`src/rtl/core/bmd_pkg.sv`:
```
`default_nettype none

package bmd_pkg;

  // field widths
  localparam int unsigned CmdW   = 2;
  localparam int unsigned AddrW  = 16;
  localparam int unsigned ByteW  = 8;
  localparam int unsigned TgtW   = 3;
  localparam int unsigned PhysW  = 19;
  localparam int unsigned NibW   = 4;
  localparam int unsigned BankW  = 3;

  // stream widths, whole bytes
  localparam int unsigned InDataW  = 32;
  localparam int unsigned OutDataW = 24;

  // decode boundaries
  localparam logic [AddrW-1:0] LatchBase = 16'hF800;
  localparam logic [AddrW-1:0] IoBase    = 16'hF400;
  localparam logic [AddrW-1:0] RomBase   = 16'hC000;

  // bus commands
  typedef enum logic [CmdW-1:0] {
    CMD_READ  = 2'd0,
    CMD_WRITE = 2'd1,
    CMD_PORT  = 2'd2,
    CMD_RSVD  = 2'd3
  } cmd_t;

  // access targets
  typedef enum logic [TgtW-1:0] {
    TGT_RAM   = 3'd0,
    TGT_ROM   = 3'd1,
    TGT_LATCH = 3'd2,
    TGT_IO    = 3'd3,
    TGT_ROMWR = 3'd4,
    TGT_NONE  = 3'd5
  } target_t;

  // banking state held by the top level
  typedef struct packed {
    logic [ByteW-1:0] bank_latch;
    logic [BankW-1:0] flat_bank;
    logic             rom_paged_out;
  } bank_state_t;

  // state updates requested by one word
  typedef struct packed {
    logic             latch_we;
    logic [ByteW-1:0] latch_value;
    logic             port_we;
    logic [BankW-1:0] flat_bank;
    logic             rom_paged_out;
  } bank_update_t;

endpackage

`default_nettype wire

```
`src/rtl/core/banked_memory_decoder_core.sv`:
```
// Bus address decoder for a banked 512K RAM board. Each input word is a bus
// read, a bus write or a port A update (cmd in s_tuser); each produces exactly
// one result word naming the target (m_tuser) and physical offset (m_tdata).
// Flat mode (latch_mode 0) uses a 64K bank and ROM-disable bit from port A;
// latch mode (latch_mode 1) uses a bank latch loaded by writes at F800 and up.
// A word is taken every cycle while the output is not stalled: one input
// register, the decode logic, then one output register that presents the result
// word. While a result word waits
// for m_tready the decode stage holds, and only an empty input register still
// takes one more word. Banking state is updated in word order as each word
// passes the decode stage.
// latch_mode may only be written while no words are in flight.

`default_nettype none

module banked_memory_decoder_core (
  input  wire logic                             clk,
  input  wire logic                             rst,
  // configuration
  input  wire logic                             cfg_we,
  input  wire logic                             cfg_wdata,    // latch_mode
  // input stream
  input  wire logic                             s_tvalid,
  output logic                                  s_tready,
  input  wire logic [bmd_pkg::InDataW-1:0]      s_tdata,      // addr, wdata, port_a
  input  wire logic [bmd_pkg::CmdW-1:0]         s_tuser,      // cmd
  // output stream
  output logic                                  m_tvalid,
  input  wire logic                             m_tready,
  output logic      [bmd_pkg::OutDataW-1:0]     m_tdata,      // phys_addr, zero fill
  output logic      [bmd_pkg::TgtW-1:0]         m_tuser       // target
);

  logic                          latch_mode;
  bmd_pkg::bank_state_t          state;

  logic                          in_valid;
  bmd_pkg::cmd_t                 in_cmd;
  logic [bmd_pkg::AddrW-1:0]     in_addr;
  logic [bmd_pkg::ByteW-1:0]     in_wdata;
  logic [bmd_pkg::ByteW-1:0]     in_port_a;

  logic                          out_valid;
  bmd_pkg::target_t              out_target;
  logic [bmd_pkg::PhysW-1:0]     out_phys;

  bmd_pkg::target_t              dec_target;
  logic [bmd_pkg::PhysW-1:0]     dec_phys;
  bmd_pkg::bank_update_t         dec_update;

  logic                          advance;
  logic                          s_accept;

  // handshake
  assign advance  = !out_valid || m_tready;
  assign s_tready = !in_valid || advance;
  assign s_accept = s_tvalid && s_tready;

  // configuration register
  always_ff @(posedge clk) begin
    if (rst) begin
      latch_mode <= 1'b0;
    end else if (cfg_we) begin
      latch_mode <= cfg_wdata;
    end
  end

  // input register
  always_ff @(posedge clk) begin
    if (rst) begin
      in_valid <= 1'b0;
    end else if (s_tready) begin
      in_valid <= s_tvalid;
    end
  end

  always_ff @(posedge clk) begin
    if (s_accept) begin
      in_cmd    <= bmd_pkg::cmd_t'(s_tuser);
      in_addr   <= s_tdata[15:0];
      in_wdata  <= s_tdata[23:16];
      in_port_a <= s_tdata[31:24];
    end
  end

  // decode
  bmd_decode u_decode (
    .latch_mode (latch_mode),
    .state      (state),
    .cmd        (in_cmd),
    .addr       (in_addr),
    .wdata      (in_wdata),
    .port_a     (in_port_a),
    .target     (dec_target),
    .phys_addr  (dec_phys),
    .update     (dec_update)
  );

  // banking state, updated as each word leaves the decode stage
  always_ff @(posedge clk) begin
    if (rst) begin
      state <= '0;
    end else if (in_valid && advance) begin
      if (dec_update.latch_we) begin
        state.bank_latch <= dec_update.latch_value;
      end
      if (dec_update.port_we) begin
        state.flat_bank     <= dec_update.flat_bank;
        state.rom_paged_out <= dec_update.rom_paged_out;
      end
    end
  end

  // output register
  always_ff @(posedge clk) begin
    if (rst) begin
      out_valid <= 1'b0;
    end else if (advance) begin
      out_valid <= in_valid;
    end
  end

  always_ff @(posedge clk) begin
    if (in_valid && advance) begin
      out_target <= dec_target;
      out_phys   <= dec_phys;
    end
  end

  assign m_tvalid = out_valid;
  assign m_tuser  = out_target;
  assign m_tdata  = {{(bmd_pkg::OutDataW - bmd_pkg::PhysW){1'b0}}, out_phys};

endmodule

`default_nettype wire

```
`src/rtl/core/bmd_decode.sv`:
```
`default_nettype none

module bmd_decode (
  input  wire logic                              latch_mode,
  input  wire bmd_pkg::bank_state_t              state,
  input  wire bmd_pkg::cmd_t                     cmd,
  input  wire logic [bmd_pkg::AddrW-1:0]         addr,
  input  wire logic [bmd_pkg::ByteW-1:0]         wdata,
  input  wire logic [bmd_pkg::ByteW-1:0]         port_a,
  output bmd_pkg::target_t                       target,
  output logic      [bmd_pkg::PhysW-1:0]         phys_addr,
  output bmd_pkg::bank_update_t                  update
);

  logic is_bus;
  logic wr;

  assign is_bus = (cmd == bmd_pkg::CMD_READ) || (cmd == bmd_pkg::CMD_WRITE);
  assign wr     = (cmd == bmd_pkg::CMD_WRITE);

  // address decode for both banking modes
  always_comb begin
    target    = bmd_pkg::TGT_NONE;
    phys_addr = '0;
    if (is_bus) begin
      if (latch_mode) begin
        priority if (addr >= bmd_pkg::LatchBase) begin
          if (wr) begin
            target = bmd_pkg::TGT_LATCH;
          end else begin
            target    = bmd_pkg::TGT_ROM;
            phys_addr = {8'd0, addr[10:0]};
          end
        end else if (addr >= bmd_pkg::IoBase) begin
          target    = bmd_pkg::TGT_IO;
          phys_addr = {15'd0, addr[3:0]};
        end else if (addr[15]) begin
          target    = bmd_pkg::TGT_RAM;
          phys_addr = {state.bank_latch[7:4], addr[14:0]};
        end else begin
          target    = bmd_pkg::TGT_RAM;
          phys_addr = {state.bank_latch[3:0], addr[14:0]};
        end
      end else begin
        if ((addr >= bmd_pkg::RomBase) && !state.rom_paged_out) begin
          if (wr) begin
            target = bmd_pkg::TGT_ROMWR;
          end else begin
            target    = bmd_pkg::TGT_ROM;
            phys_addr = {5'd0, addr[13:0]};
          end
        end else begin
          target    = bmd_pkg::TGT_RAM;
          phys_addr = {state.flat_bank, addr};
        end
      end
    end
  end

  // state updates
  always_comb begin
    update.latch_we      = (target == bmd_pkg::TGT_LATCH);
    update.latch_value   = wdata;
    update.port_we       = (cmd == bmd_pkg::CMD_PORT);
    update.flat_bank     = port_a[6:4];
    update.rom_paged_out = port_a[3];
  end

endmodule

`default_nettype wire

```
`config.mk`:
```
export PLATFORM = sky130hd
export DESIGN_NAME = banked_memory_decoder_core
export DESIGN_NICKNAME = d
export VERILOG_FILES = /design/src/rtl/core/bmd_pkg.sv /design/src/rtl/core/banked_memory_decoder_core.sv /design/src/rtl/core/bmd_decode.sv
export SDC_FILE = /design/constraint.sdc
export NUM_CORES = 1
export LEC_CHECK = 0
export BUFFER_PORTS_ARGS = -buffer_cell sky130_fd_sc_hd__clkbuf_2
export CAP_MARGIN = 5
export CELL_PAD_IN_SITES_DETAIL_PLACEMENT = 2
export CELL_PAD_IN_SITES_GLOBAL_PLACEMENT = 2
export CORE_AREA = 2 2 99 101
export CTS_CLUSTER_DIAMETER = 120
export DETAILED_ROUTE_END_ITERATION = 8
export DIE_AREA = 0 0 101 103
export HOLD_SLACK_MARGIN = 0.1
export PLACE_DENSITY = 0.66
export SETUP_SLACK_MARGIN = 0.1
export SYNTH_ARGS = -nofsm -noshare
export SYNTH_HDL_FRONTEND = slang
export SYNTH_SLANG_ARGS = --single-unit
```
`constraint.sdc`:
```
create_clock -name clk -period 2.4 [get_ports clk]
set_input_delay 0.48 -clock clk [delete_from_list [all_inputs] [get_ports clk]]
set_output_delay 0.48 -clock clk [all_outputs]
set_load 0.02 [all_outputs]
```
==> key figures <==
Run status
  – Status: finished, final reports clean

Synthesis
  – Unique cell type count in the Yosys netlist: 33
  – Top cells by area, synth: edfxtp_1 59%, dfxtp_1 11%, nand2b_1 4.3%
  – Yosys warnings: 0
  – Post-synthesis cell count: 177
  – Syn Area/Cell: 15.0 um^2
  – Number of flops mapped to enable cells by yosys: 52
  – Yosys top cell area share: 59.0%
  – #FFs+latches synth: 67
  – Ys async rst share: 0%
  – Main synth FF type: edfxtp_1
  – Synth area leader: edfxtp_1
  – Synth Cell Area: 2650 um^2
  – Seq/Total Area, Yosys: 70.3%

Setup path
  – CP top delay family: simple AND/OR/NAND/NOR gates
  – Critical path's slowest cell: nor2_1
  – Worst EP arrival: 1970 ps
  – Startpoint types: flip-flop
  – CP peak stage delay: 570 ps
  – Crit-path max FO: 8
  – Worst-path cell chain: nor2_1 -> nor3_1 -> nor4b_1
  – Critical path buffers and inverters: 0
  – Kind of end point of the critical path: flip-flop
  – WS Path Type: flip-flop to flip-flop
  – CP required: 2550 ps

Flow run
  – # Max-Cap Violations: 0

Timing
  – Tcrit/Tclk final: 75.8%
  – Final worst slack: 581 ps
  – Hold Slack: 295 ps
  – Endpoints failing hold: 0
  – Final setup violation count: 0
  – Worst Max-Slew Pin Slew: 672 ps
  – Final TNS setup: 0 ps
  – Max Clock Skew: 12.4 ps
  – Fmax: 550 MHz
  – Crit path time final: 1820 ps
  – Unrepaired setup endpoints after global routing: false
  – Slew Limit Fails: 0
  – Worst rel slew slack: 55.1%

Clocking
  – Worst-Skew Late Latency: 360 ps
  – Cts hold-fix bufs: 0
  – Htree depth: 3
  – Worst-path clk slew: 80 ps
  – Total CTS buffers: 9
  – Post CTS Setup Buffer Count: 0
  – Max Root-Sink Buffers: 2
  – CTS tree: built
  – # resized after CTS: 0
  – Clock sink count: 67
  – CTS Root Buffer Type: clkbuf_8

Finish
  – Layout cells sized above 1: 35.1%
  – N_diodes: 0
  – Nets: 286
  – Final core occ: 34.6%
  – Most frequent cells in the layout: 59 x clkbuf_2, 52 x edfxtp_1, 18 x nand2b_1
  – Fill count: 1023
  – Most common cell after layout, fill and taps aside: clkbuf_2
  – P&R area growth vs syn: 23.6%

Floorplanning
  – Initial Util: 28.0%
  – Row count: 36
  – Core ar.: 9460 um^2
  – Num ports: 69
  – Die W: 101 um
  – Height of the die: 103 um
  – Die ar.: 10400 um^2

Place
  – Placer Congestion: 0.763
  – Dpl ws: 553 ps
  – Port Buffers: 59
  – Final HPWL DP: 4170 um

Global route
  – Initial antenna violation count: 0
  – Largest net degree at the start of global routing: 31
  – First-pass GRT wire length: 9250 um
  – GRT Total Usage: 12.1%
  – Global route overflow: 0
  – Number of global-route vias before repair: 1768

Route
  – Final ANT Viol Nets: 0
  – Drt pass-1 iters: 4
  – Vias: 1641
  – Final wirelength: 5840 um
  – Drt wl/cell: 16.0 um
  – Residual DRC count: 0
  – Drt via density: 4.50
  – Initial drt markers: 102

Pwr
  – Power Total: 2.43 mW
  – Power Density: 742 nW/um^2
  – Leak: 1.19 nW
  – Max IR drop VDD: 290 uV

Hold path
  – Worst hold path class: input port to flip-flop
-- stage by stage --
stage | cell area [um^2] | cells
floorplan | 2660 | 181
detailed placement | 3080 | 349
global placement | 3080 | 349
CTS | 3270 | 365
finish | 3270 | 365
global route | 3270 | 365
-- metal layers --
metal | GRT usage (%) | part of all wire (%) | up-vias
met5 | 0 | 0 | -
met4 | 7.80 | 2.9 | 0
met3 | 2.37 | 3.7 | 14
met2 | 19.6 | 50 | 37
met1 | 14.9 | 44 | 794
li1 | - | - | 796
-- cells by family after synthesis --
logic type,share of synthesized area (%)
muxes,4.68
and+or+nand+nor,14.9
other,0.142
AOI/OAI and AO/OA,6.76
DFF,70.3
buffers and inverters,3.21
-- state kept, by name, indices dropped and copies added, names as in the netlist --
register / cells
out_phys: 19
in_addr: 16
state: 12
in_wdata: 8
in_port_a: 4
m_tuser: 3
in_cmd: 2
in_valid: 1
latch_mode: 1
m_tvalid: 1
-- worst register-to-register path: cells and delay by family (launching register included) --
kind             cells  cell delay (ps)
DFF                  1              500
and+or+nand+nor      3             1130
-- Yosys cell counts (all sizes together), types with 2 or more instances --
cell / number
nor2b: 2
nor3b: 14
nand3: 3
a211o: 2
buf: 8
nor3: 3
clkbuf: 4
nand2b: 18
edfxtp: 52
o31ai: 4
nand2: 2
o211ai: 4
nand4: 5
nor2: 5
mux2: 3
dfxtp: 15
inv: 3
a21oi: 10
mux2i: 9
-- power breakdown --
part / switching [mW] / internal [mW]
sequential: 0.0272 / 1.31
clock: 0.445 / 0.475
combinational: 0.108 / 0.0648
total: 0.580 / 1.85
-- final cells by class --
| class | count | area [um^2] | area share [%] |
|---|---|---|---|
| Inverter | 3 | 11.3 | 0.344 |
| Clock inverter | 7 | 67.6 | 2.06 |
| Clock buffer | 9 | 124 | 3.78 |
| Sequential cell | 67 | 1860 | 56.9 |
| Tap cell | 114 | 143 | 4.36 |
| Timing Repair Buffer | 66 | 348 | 10.6 |
| Multi-Input combinational cell | 99 | 719 | 22.0 |
-- final timing paths --
check                   start            to  cells after the start  slack, ps
hold reg to reg      state[8]      state[8]                      2        480
hold / removal    s_tdata[14]   in_addr[14]                      1        290
setup / recovery  in_addr[11]  out_phys[14]                      3        580
setup reg to reg  in_addr[11]  out_phys[14]                      3        580
(Power assumes the default switching activity.)
